**src/rtl/core/ifhc_pkg.sv**
```systemverilog
// Types and constants for the IP forwarding header check.
`default_nettype none
package ifhc_pkg;

  localparam int PosWidth = 17;
  localparam int SumWidth = 21;

  localparam logic [PosWidth-1:0] POS_MAX = 17'h1ffff;

  localparam logic [3:0] VER_IPV4 = 4'd4;
  localparam logic [3:0] VER_IPV6 = 4'd6;

  // Byte offsets from the start of the layer-3 header
  localparam logic [PosWidth-1:0] V4_LEN_HI  = 17'd2;
  localparam logic [PosWidth-1:0] V4_LEN_LO  = 17'd3;
  localparam logic [PosWidth-1:0] V4_TTL     = 17'd8;
  localparam logic [PosWidth-1:0] V4_CSUM_HI = 17'd10;
  localparam logic [PosWidth-1:0] V4_CSUM_LO = 17'd11;
  localparam logic [PosWidth-1:0] V4_DST_HI  = 17'd16;
  localparam logic [PosWidth-1:0] V6_LEN_HI  = 17'd4;
  localparam logic [PosWidth-1:0] V6_LEN_LO  = 17'd5;
  localparam logic [PosWidth-1:0] V6_HOP     = 17'd7;

  localparam logic [PosWidth-1:0] V4_MIN_HDR = 17'd20;
  localparam logic [PosWidth-1:0] V6_HDR     = 17'd40;

  localparam logic [7:0] MCAST_LO = 8'he0;
  localparam logic [7:0] MCAST_HI = 8'hef;

  typedef struct packed {
    logic [7:0] pkt_byte;
    logic       last_byte;
    logic [3:0] l3_version;
  } ifhc_in_t;

  typedef struct packed {
    logic        drop;
    logic [7:0]  new_hop_count;
    logic [15:0] new_checksum;
    logic        is_ipv4;
  } ifhc_out_t;

  // step: the held byte is consumed this cycle; load: it closes a packet
  typedef struct packed {
    logic step;
    logic load;
  } ifhc_ctl_t;

  function automatic logic [15:0] fold_sum(input logic [SumWidth:0] s);
    logic [16:0] t;
    logic [16:0] u;
    t = {1'b0, s[15:0]} + {11'd0, s[SumWidth:16]};
    u = {1'b0, t[15:0]} + {16'd0, t[16]};
    return ~u[15:0];
  endfunction

endpackage
`default_nettype wire

```
**src/rtl/core/ifhc_in_stage.sv**
```systemverilog
// Input register for packet bytes.
`default_nettype none
module ifhc_in_stage import ifhc_pkg::*; (
  input  wire logic      clk,
  input  wire logic      rst,
  input  wire logic      pkt_valid,
  output logic           pkt_ready,
  input  wire ifhc_in_t  pkt,
  input  wire ifhc_ctl_t ctl,
  output logic           held_valid,
  output ifhc_in_t       held
);

  assign pkt_ready = !held_valid || ctl.step;

  always_ff @(posedge clk) begin
    if (rst) begin
      held_valid <= 1'b0;
    end else if (pkt_ready) begin
      held_valid <= pkt_valid;
    end
  end

  always_ff @(posedge clk) begin
    if (pkt_ready && pkt_valid) begin
      held <= pkt;
    end
  end

endmodule
`default_nettype wire

```
**src/rtl/core/ifhc_hdr_track.sv**
```systemverilog
// Per-packet header state, byte-wise updates and end-of-packet checks.
`default_nettype none
module ifhc_hdr_track import ifhc_pkg::*; (
  input  wire logic     clk,
  input  wire logic     rst,
  input  wire logic     held_valid,
  input  wire ifhc_in_t held,
  input  wire logic     can_load,
  output ifhc_ctl_t     ctl,
  output ifhc_out_t     res_next
);

  logic [PosWidth-1:0] byte_position, byte_position_next;
  logic [SumWidth-1:0] running_sum, running_sum_next;
  logic [5:0]          header_bytes, header_bytes_next;
  logic [3:0]          version_nibble, version_nibble_next;
  logic [15:0]         length_field, length_field_next;
  logic [7:0]          hop_count, hop_count_next;
  logic                multicast_dest, multicast_dest_next;
  logic [3:0]          packet_version, packet_version_next;

  logic                first;
  logic                is_v4, is_v6;
  logic [7:0]          b;
  logic [SumWidth-1:0] addend;
  logic [PosWidth-1:0] len, hb_ext, lf_ext;
  logic                v4_bad, v6_bad;
  logic [7:0]          hop_out;
  logic                drop;

  assign ctl.step = held_valid && (!held.last_byte || can_load);
  assign ctl.load = ctl.step && held.last_byte;

  always_comb begin
    b     = held.pkt_byte;
    first = (byte_position == '0);

    packet_version_next = first ? held.l3_version : packet_version;
    version_nibble_next = first ? b[7:4] : version_nibble;
    header_bytes_next   = first ? {b[3:0], 2'b00} : header_bytes;
    is_v4 = (packet_version_next == VER_IPV4);
    is_v6 = (packet_version_next == VER_IPV6);

    length_field_next   = length_field;
    hop_count_next      = hop_count;
    multicast_dest_next = multicast_dest;
    addend              = '0;
    if (is_v4) begin
      if (byte_position == V4_LEN_HI) length_field_next = {b, length_field[7:0]};
      if (byte_position == V4_LEN_LO) length_field_next = {length_field[15:8], b};
      if (byte_position == V4_TTL) hop_count_next = b;
      if (byte_position == V4_DST_HI)
        multicast_dest_next = (b >= MCAST_LO) && (b <= MCAST_HI);
      // TTL and checksum bytes stay out of the sum; TTL is added at the end
      if (byte_position < {11'd0, header_bytes_next} && byte_position != V4_TTL &&
          byte_position != V4_CSUM_HI && byte_position != V4_CSUM_LO) begin
        addend = byte_position[0] ? {13'd0, b} : {5'd0, b, 8'd0};
      end
    end else if (is_v6) begin
      if (byte_position == V6_LEN_HI) length_field_next = {b, length_field[7:0]};
      if (byte_position == V6_LEN_LO) length_field_next = {length_field[15:8], b};
      if (byte_position == V6_HOP) hop_count_next = b;
    end
    running_sum_next   = running_sum + addend;
    byte_position_next = (byte_position == POS_MAX) ? byte_position
                                                    : byte_position + PosWidth'(1);

    // end-of-packet checks on the updated values
    len    = byte_position_next;
    hb_ext = {11'd0, header_bytes_next};
    lf_ext = {1'b0, length_field_next};
    v4_bad = (len < V4_MIN_HDR) || (version_nibble_next != VER_IPV4) ||
             (hb_ext < V4_MIN_HDR) || (len < hb_ext) || (lf_ext < hb_ext) ||
             (lf_ext > len);
    v6_bad = (len < V6_HDR) || (version_nibble_next != VER_IPV6) ||
             (lf_ext > len - V6_HDR) || (hop_count_next <= 8'd1);

    hop_out = hop_count_next;
    drop    = 1'b1;
    if (is_v4) begin
      if (multicast_dest_next) begin
        drop = v4_bad;
      end else begin
        drop    = v4_bad || (hop_count_next <= 8'd1);
        hop_out = hop_count_next - 8'd1;
      end
    end else if (is_v6) begin
      drop    = v6_bad;
      hop_out = hop_count_next - 8'd1;
    end

    res_next.drop          = drop;
    res_next.new_hop_count = drop ? 8'd0 : hop_out;
    res_next.new_checksum  = (drop || !is_v4) ? 16'd0
                           : fold_sum({1'b0, running_sum_next} + {6'd0, hop_out, 8'd0});
    res_next.is_ipv4       = !drop && is_v4;
  end

  always_ff @(posedge clk) begin
    if (rst || ctl.load) begin
      byte_position  <= '0;
      running_sum    <= '0;
      header_bytes   <= '0;
      version_nibble <= '0;
      length_field   <= '0;
      hop_count      <= '0;
      multicast_dest <= 1'b0;
      packet_version <= '0;
    end else if (ctl.step) begin
      byte_position  <= byte_position_next;
      running_sum    <= running_sum_next;
      header_bytes   <= header_bytes_next;
      version_nibble <= version_nibble_next;
      length_field   <= length_field_next;
      hop_count      <= hop_count_next;
      multicast_dest <= multicast_dest_next;
      packet_version <= packet_version_next;
    end
  end

endmodule
`default_nettype wire

```
**src/rtl/core/ifhc_out_stage.sv**
```systemverilog
// Result register toward the downstream consumer.
`default_nettype none
module ifhc_out_stage import ifhc_pkg::*; (
  input  wire logic      clk,
  input  wire logic      rst,
  input  wire ifhc_ctl_t ctl,
  input  wire ifhc_out_t res_next,
  output logic           can_load,
  output logic           res_valid,
  input  wire logic      res_ready,
  output ifhc_out_t      res
);

  assign can_load = !res_valid || res_ready;

  always_ff @(posedge clk) begin
    if (rst) begin
      res_valid <= 1'b0;
    end else if (can_load) begin
      res_valid <= ctl.load;
    end
  end

  always_ff @(posedge clk) begin
    if (ctl.load) begin
      res <= res_next;
    end
  end

endmodule
`default_nettype wire

```
**src/rtl/core/ip_forward_header_check.sv**
```systemverilog
// IP forwarding header check: TTL/hop-limit decrement and IPv4 checksum update.
// Throughput: one packet byte per cycle, sustained across packet boundaries, while
// downstream takes results. A last byte goes via the input and result registers.
// A byte sits in the input register while its header update and checks are
// computed; the result register holds one finished result under backpressure.
// Reset (rst, synchronous) empties both registers and clears the header state.
`default_nettype none
module ip_forward_header_check import ifhc_pkg::*; (
  input  wire logic     clk,
  input  wire logic     rst,
  input  wire logic     pkt_valid,
  output logic          pkt_ready,
  input  wire ifhc_in_t pkt,
  output logic          res_valid,
  input  wire logic     res_ready,
  output ifhc_out_t     res
);

  ifhc_ctl_t ctl;
  ifhc_in_t  held;
  ifhc_out_t res_next;
  logic      held_valid;
  logic      can_load;

  ifhc_in_stage u_in (
    .clk        (clk),
    .rst        (rst),
    .pkt_valid  (pkt_valid),
    .pkt_ready  (pkt_ready),
    .pkt        (pkt),
    .ctl        (ctl),
    .held_valid (held_valid),
    .held       (held)
  );

  ifhc_hdr_track u_track (
    .clk        (clk),
    .rst        (rst),
    .held_valid (held_valid),
    .held       (held),
    .can_load   (can_load),
    .ctl        (ctl),
    .res_next   (res_next)
  );

  ifhc_out_stage u_out (
    .clk       (clk),
    .rst       (rst),
    .ctl       (ctl),
    .res_next  (res_next),
    .can_load  (can_load),
    .res_valid (res_valid),
    .res_ready (res_ready),
    .res       (res)
  );

endmodule
`default_nettype wire
```
**config.mk**
```make
export PLATFORM = sky130hd
export DESIGN_NAME = ip_forward_header_check
export DESIGN_NICKNAME = d
export VERILOG_FILES = /design/src/rtl/core/ifhc_pkg.sv /design/src/rtl/core/ifhc_in_stage.sv /design/src/rtl/core/ifhc_hdr_track.sv /design/src/rtl/core/ifhc_out_stage.sv /design/src/rtl/core/ip_forward_header_check.sv
export SDC_FILE = /design/constraint.sdc
export NUM_CORES = 1
export LEC_CHECK = 0
export BUFFER_PORTS_ARGS = -buffer_cell sky130_fd_sc_hd__buf_2
export CELL_PAD_IN_SITES_DETAIL_PLACEMENT = 1
export CELL_PAD_IN_SITES_GLOBAL_PLACEMENT = 1
export CORE_ASPECT_RATIO = 0.75
export CORE_MARGIN = 10
export CORE_UTILIZATION = 45
export CTS_CLUSTER_DIAMETER = 150
export DETAILED_ROUTE_END_ITERATION = 8
export PLACE_DENSITY_LB_ADDON = 0.1
export SKIP_LAST_GASP = 1
export SLEW_MARGIN = 25
export SYNTH_ARGS = -nofsm -noshare
export SYNTH_HDL_FRONTEND = slang
export SYNTH_SLANG_ARGS = --single-unit
```
**constraint.sdc**
```tcl
create_clock -name clk -period 19.14 [get_ports clk]
set_input_delay 1.914 -clock clk [delete_from_list [all_inputs] [get_ports clk]]
set_output_delay 1.914 -clock clk [all_outputs]
set_load 0.05 [all_outputs]
```
* After elaboration in Yosys (flattened, before gate mapping)
Index checks and enable logic that the tools add are counted.
** Word-level totals
- Register bits after elaboration :: 118
- Word-level logic and storage cells :: 104
- Input bits :: 17
- Output and inout bits :: 28
** Operators by class
- Equal/unequal tests :: 15
- Reductions and logical operators :: 28
- Mux-type cells :: 25
- $add $sub $neg :: 7
- $lt $le $gt $ge :: 11
- Bitwise logic cells :: 1
** Operators with widths (count)
- 16-bit two-way mux :: 7
- 8-bit two-way mux :: 7
- 17-bit by 3-bit == test with 1-bit output, second input constant :: 3
- 17-bit by 4-bit inequality test with 1-bit output, second input constant :: 3
- 21-bit two-way mux :: 2
- 17-bit by 2-bit == test with 1-bit output, second input constant :: 2
- 16-bit by 17-bit greater-than comparator with 1-bit output :: 2
- 17-bit by 6-bit < comparator with 1-bit output :: 2
- 21-bit by 16-bit adder with 22-bit output :: 1
- 21-bit adder :: 1
- 16-bit by 6-bit adder with 17-bit output :: 1
- 17-bit by 1-bit adder with 17-bit output, second input constant :: 1
- 17-bit == test, second input constant :: 1
- 17-bit by 4-bit == test with 1-bit output, second input constant :: 1
- 17-bit by 5-bit == test with 1-bit output, second input constant :: 1
- 17-bit logical NOT :: 1
- 17-bit by 5-bit < comparator with 1-bit output, second input constant :: 1
- 17-bit by 6-bit < comparator with 1-bit output, second input constant :: 1
- 17-bit two-way mux :: 1
- 17-bit by 6-bit subtractor with 17-bit output, second input constant :: 1
- 16-bit by 1-bit adder with 16-bit output :: 1
- 16-bit by 6-bit < comparator with 1-bit output :: 1
- 16-bit inverter :: 1
- 1-bit logical OR :: 14
- other kinds (12) :: 30

* Logic depth before layout (Yosys ltp)
Gate-level depths: netlist of run 1.
- Depth after elaboration :: 13
- Gate-level depth with buffers :: 48
- Gate-level depth less buffers :: 47

* Cells and area by module
Synthesis of run 1 repeated with hierarchy kept, for this count alone.
** Unflattened totals
- Cell total of the unflattened synthesis :: 1146
- Area total of the unflattened synthesis :: 9634.2 um^2
** Modules (own cells, without submodules)
- ifhc_hdr_track :: times used 1, sequential area each 1541.5 um^2, area an instance 8361.8 um^2, cells an instance 1098
- ifhc_out_stage :: times used 1, sequential area each 800.8 um^2, area an instance 827.0 um^2, cells an instance 30
- ifhc_in_stage :: times used 1, sequential area each 410.4 um^2, area an instance 445.4 um^2, cells an instance 18

* Least setup slack after synthesis of run 1
No wires, ideal clock.
- Kind :: reg-to-reg
- Start point :: register u_track.byte_position[0]
- End point :: register, netlist name u_out.res[16]
- Period minus slack after synthesis :: 9532 ps
- Setup slack :: 9608 ps
- Buffers on the path :: 1
- Data required time :: 18883 ps
- Stages on the path, launching flop included :: 47
- Setup time :: 257 ps
- Arrival :: 9275 ps
- Path through :: dfxtp_1 > inv_1 > ha_1 > nor2b_1 > nand3_1 > nand2_1 > ha_1 > a21o_1 > maj3_2 > maj3_2 > a21o_1 > a311o_1 > buf_2 > nor2_1 > ha_1 > inv_1 > fa_1 > nor2b_1 > (+11 left out) > nor2_1 > nor4_1 > or3b_2 > ha_1 > o21a_1 > o31a_1 > o31a_1 > nand2b_1 > nor3_1 > and3_1 > ha_1 > and3_1 > nand4_1 > or4b_2 > a211o_1 > nor4_1 > xnor2_1 > nor2_1
** Between the ends
- Cells in the longest elaborated chain, start to end :: 13
- Elaborated cells between the ends (all ways) :: 72
- Those cells by class :: add/sub (7); order compare (9); eq/ne (15); mux (25); bitwise (1); reduce/logical (15)
** RTL lines
- start: declaration :: RTL line ifhc_hdr_track.sv:13 : logic [PosWidth-1:0] byte_position, byte_position_next;
- start signal: assignment :: RTL line ifhc_hdr_track.sv:110 : byte_position <= byte_position_next;
- 17-bit logical NOT :: RTL line ifhc_hdr_track.sv:36 : first = (byte_position == '0);
- 6-bit two-way mux :: RTL line ifhc_hdr_track.sv:40 : header_bytes_next = first ? {b[3:0], 2'b00} : header_bytes;
- 17-bit by 6-bit < comparator with 1-bit output :: RTL line ifhc_hdr_track.sv:55 : if (byte_position < {11'd0, header_bytes_next} && byte_position != V4_TTL &&
- 1-bit logical AND (2 in a row) :: RTL line ifhc_hdr_track.sv:55
- 1-bit logical AND :: RTL line ifhc_hdr_track.sv:56 : byte_position != V4_CSUM_HI && byte_position != V4_CSUM_LO) begin
- 21-bit two-way mux :: RTL line ifhc_hdr_track.sv:55
- 21-bit two-way mux * :: RTL line ifhc_hdr_track.sv:48 : if (is_v4) begin
- 21-bit adder * :: RTL line ifhc_hdr_track.sv:64 : running_sum_next = running_sum + addend;
- net u_track.running_sum_next[8] :: RTL line ifhc_hdr_track.sv:14 : logic [SumWidth-1:0] running_sum, running_sum_next;
- 21-bit by 16-bit adder with 22-bit output * :: RTL line ifhc_hdr_track.sv:95 : : fold_sum({1'b0, running_sum_next} + {6'd0, hop_out, 8'd0});
- 16-bit by 6-bit adder with 17-bit output * :: RTL line ifhc_pkg.sv:52 : t = {1'b0, s[15:0]} + {11'd0, s[SumWidth:16]};
- 16-bit by 1-bit adder with 16-bit output * :: RTL line ifhc_pkg.sv:53 : u = {1'b0, t[15:0]} + {16'd0, t[16]};
- 16-bit inverter * :: RTL line ifhc_pkg.sv:54 : return ~u[15:0];
Mark *: on every way through the listed nets, which the timed path passes. The rest lies on a longest branch.
A chain may end at the register's enable or synchronous reset.

* Worst setup path after layout of run 1
- Start point :: register u_track.byte_position[0]
- End point :: register, netlist name u_out.res[16]
** Between the ends
- Cells in the longest elaborated chain, start to end :: 13
- Elaborated cells between the ends (all ways) :: 72
- Those cells by class :: add/sub (7); order compare (9); eq/ne (15); mux (25); bitwise (1); reduce/logical (15)
** RTL lines (RTL line)
- 17-bit logical NOT :: ifhc_hdr_track.sv:36
- 6-bit two-way mux :: ifhc_hdr_track.sv:40
- 17-bit by 6-bit < comparator with 1-bit output :: ifhc_hdr_track.sv:55
- 1-bit logical AND (2 in a row) :: ifhc_hdr_track.sv:55
- 1-bit logical AND :: ifhc_hdr_track.sv:56
- 21-bit two-way mux :: ifhc_hdr_track.sv:55
- 21-bit two-way mux * :: ifhc_hdr_track.sv:48
- 21-bit adder * :: ifhc_hdr_track.sv:64
- net u_track.running_sum_next[10] :: ifhc_hdr_track.sv:14
- 21-bit by 16-bit adder with 22-bit output * :: ifhc_hdr_track.sv:95
- 16-bit by 6-bit adder with 17-bit output * :: ifhc_pkg.sv:52
- 16-bit by 1-bit adder with 16-bit output * :: ifhc_pkg.sv:53
- 16-bit inverter * :: ifhc_pkg.sv:54
Marks and branches as above.

==> results of run 1 <==
-- cell families (layout without fill, tap and decap cells) --
group	count (synthesis)	after routing	synth area share
adders and majority gates	86	86	0.116
AOI/OAI and AO/OA	266	266	0.182
and+or+nand+nor	523	523	0.280
DFF	118	118	0.291
muxes	14	14	0.0152
buffers and inverters	93	126	0.0400
xor gates and xnor gates	81	81	0.0751
-- stage by stage --
step | setup slack, ns | cell area (µm²) | power, µW | hold slack [ns] | instances
after floorplan | 9.61 | 9450 | 343 | 0.432 | 1181
after global placement | 8.43 | 9860 | 371 | 0.443 | 1464
after detailed placement | 8.01 | 9860 | 374 | 0.450 | 1464
after CTS | 8.00 | 10500 | 718 | 0.459 | 1496
after global routing | 6.94 | 10500 | 740 | 0.489 | 1496
final | 7.86 | 10500 | 714 | 0.463 | 1496
-- flip-flops by register name, indices dropped and copies added, names as in the netlist --
| signal | cells |
|---|---|
| u_track.byte_position | 17 |
| u_in.held | 13 |
| u_out.res | 26 |
| u_track.packet_version | 4 |
| u_track.length_field | 16 |
| u_track.running_sum | 21 |
| u_track.multicast_dest | 1 |
| u_track.header_bytes | 6 |
| u_track.version_nibble | 4 |
| u_track.hop_count | 8 |
| u_out.res_valid | 1 |
| u_in.held_valid | 1 |
-- routing by layer --
metal  GRT usage  routed length (µm)  share of wire  vias to the layer above
li1            -                   -              -                     4324
met1       0.318               15600           0.52                     4363
met2       0.316               12600           0.42                      200
met3      0.0342                1390          0.047                       24
met4      0.0571                 346          0.012                        0
met5           0                   0              0                        -
-- layout make-up --
class	instances	area share
Clock buffer	19	0.0423
Timing Repair Buffer	51	0.0260
Clock inverter	13	0.0165
Inverter	43	0.0154
Tap cell	282	0.0337
Multi-Input combinational cell	970	0.603
Sequential cell	118	0.263
-- cells in the final DEF, fill, tap and decap left out, drive strengths merged, types with 20 or more instances in the layout --
cell / instances
nand2: 139
nor2: 131
a21oi: 88
ha: 80
dfxtp: 79
o21ai: 54
xnor2: 51
nor3: 51
buf: 51
inv: 47
edfxtp: 39
nand3: 37
xor2: 30
nand4: 22
nor4: 20
-- worst min-delay path: stages (launching register included) --
cell	delay [ns]
dfxtp_1	0.31
nand2_1	0.06
a21oi_1	0.05
-- worst paths after layout --
kind                            slack, ns  depth (start not counted)                                      to
worst min register to register       0.46                          2  u_track.version_nibble[0]$_SDFFE_PP0P_
worst max register to register       7.86                         47             u_out.res[16]$_SDFFCE_PN0P_
worst max-delay path                 7.86                         47             u_out.res[16]$_SDFFCE_PN0P_
worst min-delay path                 0.46                          2  u_track.version_nibble[0]$_SDFFE_PP0P_
-- power by group --
part	total [µW]	internal (µW)	leakage (µW)	switching (µW)
sequential	272	265	0.00101	7.02
combinational	98.4	32.3	0.00291	66.1
clock	343	210	0.000295	134
total	714	507	0.00422	207
==> flow_summary.toml, run 1 <==
[worst_hold_path]
hp-class = "flop to flop"
hp-start = "u_track.version_nibble[0]$_SDFFE_PP0P_"

[sta]
post-route-period-util = 0.590
max_slew_margin = 0.299
final_hold_viol_count = 0
worstMarginPinSlew_ns = 1.05
finalSetupViolCount = 0
tns_ns = 0
fmax_mhz = 88.6
final-max-slew-violation-count = 0
rsz0062_at_grt = "no"
fin_crit_ns = 11.28
clock_skew_ns = 0.00774

[cts]
cts.hold.buffers_added = 0
cts.repair.resized = 0
post_cts_buffers = 0
h-tree-depth = 4
cts.clk_slew.worst_paths_ns = 0.06
clockBufferDepth = 2
clk-insertion-delay-late_ns = 0.45
cts_buffers = 17
cts_tree = "done"
cts_root_buf = "clkbuf_16"
clock-sinks = 118

[worst_setup_path]
rr_startpoint = "u_track.byte_position[0]$_SDFFE_PP0P_"
slowest_stage = "or4b_2"
cp_max_fo = 9
critPathArrivalTime_ns = 11.45
crit_start = "u_track.byte_position[0]$_SDFFE_PP0P_"
crit_family = "simple AND/OR/NAND/NOR gates"
critPathRequiredTime_ns = 19.31
startpoint_type = "flop"
end_kind = "flop"
max_stage_delay_ns = 0.67
crit_type = "flop to flop"
crit_top_cell = "ha_1"
path_buf_inv = 3

[yosys]
synth_top_area_frac = 0.167
synth.avg_cell_area_um2 = 8.00
yosysSeqAreaShare = 0.291
synth_largest_area_cell = "dfxtp_1"
synth_cell_types = 85
synth-seq-cells = 118
synth.area.top_cells = "dfxtp_1 17%, edfxtp_1 12%, ha_1 11%"
syn-cell-area_um2 = 9450
ys.flop_type = "dfxtp_1"
synth_edf_count = 39
synthArstFlopShare = 0
synth.top_cells.by_count = "139 x nand2_1, 131 x nor2_1, 88 x a21oi_1, 80 x ha_1, 79 x dfxtp_1"
yosys_warnings = 0
yosysMostFrequentCell = "nand2_1"
syn-num-nets = 1281
synth_cells = 1181

[layout]
multi_input_area_um2 = 6320
n_antenna_cell = 0
n_fill_cell = 2513
seq_area_um2 = 2750
syn_to_final_growth_pct = 10.9
utilization = 0.513
fin_nets = 1301
drive_gt1_frac = 0.0980

[route]
drt_iter0_markers = 648
drt_first_pass_iters = 5
drc = 0
avgViaCountPerCell = 5.96
vias = 8911
ant_nets = 0
wl_per_cell_um = 20.0
routed_wirelength_um = 29900

[floorplan]
die_w_um = 187
die_h_um = 146
ios = 45
dieArea_um2 = 27300
core_area_um2 = 20400
start_util = 0.462
num_rows = 45

[placed_design]
io_buffers = 44
hpwl_um = 21900
place_congestion = 0.866

[status]
status = "complete, no violations"

[global_routing]
grt_pass1_wl_um = 47900
grt_max_degree = 78
first_global_vias = 8765
globalRouteOverflowTotal = 0
antenna_found_initial = 0
track_usage = 0.216

[power_and_ir_drop]
p_leak_uw = 0.00422
peakVddDrop_uv = 81.2
powerDensity_nw_per_um2 = 68.2

[run]
maxCapViolations = 0
Power figures use the tool's default switching activity.
==> run 2: changes to the inputs <==
--- a/config.mk
+++ b/config.mk
@@ -10,7 +10,7 @@
 export CELL_PAD_IN_SITES_GLOBAL_PLACEMENT = 1
 export CORE_ASPECT_RATIO = 0.75
 export CORE_MARGIN = 10
-export CORE_UTILIZATION = 45
+export CORE_UTILIZATION = 43
 export CTS_CLUSTER_DIAMETER = 150
 export DETAILED_ROUTE_END_ITERATION = 8
 export PLACE_DENSITY_LB_ADDON = 0.1
==> constraint.sdc (replaced) <==
create_clock -name clk -period 9.1 [get_ports clk]
set_input_delay 0.91 -clock clk [delete_from_list [all_inputs] [get_ports clk]]
set_output_delay 0.91 -clock clk [all_outputs]
set_load 0.05 [all_outputs]
==> run 2 against run 1 <==
Net effect: clock-buffer cell count is the same; final cell count up 11%; sequential cell count stayed put; the flow now finishes with violations (negative setup slack); clock power rose by 100%; utilization is 6.4 points higher; routed wire length up 22%; highest routed layer unchanged; sequential power is 110% higher; final area increased by 18%; non-clock buffer count is 163 higher.
==> flow_summary.toml, run 2 (synthesis results as in run 1) <==
[sta]
finalSetupViolCount = 6
fin_crit_ns = 9.35
final-max-slew-violation-count = 0
rsz0062_at_grt = "yes"
setup_slack_ns = -0.255
clock_skew_ns = 0.0142
max_slew_margin = 0.301
worstMarginPinSlew_ns = 1.04
post-route-period-util = 1.03
final_hold_viol_count = 0
fmax_mhz = 107
tns_ns = -1.22

[layout]
final_cell_mix = "162 x buf_4, 137 x nand2_1, 119 x nor2_1, 77 x a21oi_1, 76 x dfxtp_1"
top_regs = "u_out.res (26), u_track.running_sum (21), u_track.byte_position (17)"
layout_commonest_cell = "buf_4"
fin_nets = 1464
drive_gt1_frac = 0.271
utilization = 0.577
syn_to_final_growth_pct = 30.4
regMostFlops = "u_out.res"
largest_register_ff_count = 26
n_antenna_cell = 0

[floorplan]
die_h_um = 148
num_rows = 46
core_area_um2 = 21400
ios = 45
dieArea_um2 = 28400
start_util = 0.443
die_w_um = 191

[cts]
cts_tree = "done"
cts_root_buf = "clkbuf_16"
clock-sinks = 118
cts.clk_slew.worst_paths_ns = 0.07
h-tree-depth = 4
cts_buffers = 17
clk-insertion-delay-late_ns = 0.43
clockBufferDepth = 2

[worst_setup_path]
rr_worst_depth = 47
startpoint_type = "flop"
cp_max_fo = 6
crit_top_cell = "buf_4"
slowest_stage = "or4b_4"
r2r_slack_ns = -0.25
max_stage_delay_ns = 0.53
critPathRequiredTime_ns = 9.37
r2r-end = "u_out.res[14]$_SDFFCE_PN0P_"
crit_type = "flop to flop"
rr_startpoint = "u_track.byte_position[9]$_SDFFE_PP0P_"
end_kind = "flop"
critPathArrivalTime_ns = 9.62

[global_routing]
track_usage = 0.235
antenna_found_initial = 1
first_global_vias = 9572
grt_pass1_wl_um = 53500
globalRouteOverflowTotal = 0
grt_max_degree = 78

[route]
routed_wirelength_um = 36400
drt_iter0_markers = 1032
vias = 10100
wl_per_cell_um = 21.9
avgViaCountPerCell = 6.04
drc = 0
ant_nets = 0
drt_first_pass_iters = 5

[placed_design]
io_buffers = 44
hpwl_um = 24300
place_congestion = 0.879

[worst_hold_path]
hold_depth = 2
hp-class = "flop to flop"
hold_end = "u_track.version_nibble[0]$_SDFFE_PP0P_"
hp-start = "u_track.version_nibble[0]$_SDFFE_PP0P_"

[power_and_ir_drop]
powerDensity_nw_per_um2 = 124
peakVddDrop_uv = 90.0
p_leak_uw = 0.00511

[status]
failed_checks = "negative setup slack"
status = "finished, violations left"

[run]
maxCapViolations = 0
-- run 2: changes by cell type in the layout (fill, tap and decap cells not counted), sizes merged --
cell,previous run,this run
clkbuf,19,20
clkinv,4,6
clkinvlp,2,3
inv,47,45
buf,51,213
bufinv,3,2
-- run 2: critical path: cells and delay by family (launching register included) --
family	cells	cell delay (ns)
and+or+nand+nor	18	3.46
xor gates and xnor gates	2	0.17
adders and majority gates	7	1.76
buffers and inverters	7	1.03
AOI/OAI and AO/OA	13	2.42
DFF	1	0.33
-- run 2: layer usage --
| metal | vias up | GRT usage | part of all wire |
|---|---|---|---|
| li1 | 4653 | - | - |
| met1 | 4944 | 0.349 | 0.47 |
| met2 | 384 | 0.345 | 0.44 |
| met3 | 70 | 0.0442 | 0.067 |
| met4 | 0 | 0.0456 | 0.019 |
| met5 | - | 0 | 0 |
-- run 2: report_power, final --
group | internal (µW) | leakage [µW] | switching, µW
clock network | 414 | 0.000280 | 287
registers | 558 | 0.00101 | 12.4
logic | 95.4 | 0.00382 | 160
total | 1070 | 0.00511 | 459
-- run 2: how the worst max path moves through the flow --
| stage | cells past startpoint | slack, ns | from | end |
|---|---|---|---|---|
| 6_report | 47 | -0.25 | u_track.byte_position[9]$_SDFFE_PP0P_ | u_out.res[14]$_SDFFCE_PN0P_ |
| 4_1_cts | 44 | -0.02 | u_track.byte_position[5]$_SDFFE_PP0P_ | u_out.res[16]$_SDFFCE_PN0P_ |
| 3_3_place_gp | 44 | -0.15 | u_track.byte_position[9]$_SDFFE_PP0P_ | u_out.res[16]$_SDFFCE_PN0P_ |
| 5_1_grt | 44 | -0.66 | u_track.byte_position[4]$_SDFFE_PP0P_ | u_out.res[15]$_SDFFCE_PN0P_ |
| 3_5_place_dp | 44 | -0.57 | u_track.byte_position[9]$_SDFFE_PP0P_ | u_out.res[16]$_SDFFCE_PN0P_ |
| 2_1_floorplan | 47 | 0.002 | u_track.byte_position[15]$_SDFFE_PP0P_ | u_out.res[16]$_SDFFCE_PN0P_ |
-- run 2: area by class of cell --
| cell class | count | area (µm²) |
|---|---|---|
| Fill cell | 2535 | 9030 |
| Multi-Input combinational cell | 970 | 6920 |
| Sequential cell | 118 | 2760 |
| Timing Repair Buffer | 214 | 1530 |
| Clock buffer | 19 | 443 |
| Tap cell | 288 | 360 |
| Inverter | 43 | 161 |
| Clock inverter | 13 | 149 |
-- run 2: through the flow --
step                hold slack, ns  total power, µW  setup slack, ns  instances  cell area [µm²]
finish                       0.451             1530           -0.255       1665            12300
global route                 0.483             1580           -0.662       1665            12300
CTS                          0.457             1510          -0.0165       1645            11700
detailed placement           0.449              810           -0.569       1587            10800
global placement             0.443              804           -0.148       1587            10800
floorplan                    0.432              722          0.00228       1181             9510
-- run 2: timing repair --
| action | CTS | global route |
|---|---|---|
| endpoints found under the setup margin | 7 | 10 |
| pin swaps | 38 | 45 |
| buffers inserted | 26 | 22 |
| hold buffers | 0 | 0 |
| hold endpoints to repair | 0 | 0 |
| gates resized for setup | 32 | 85 |
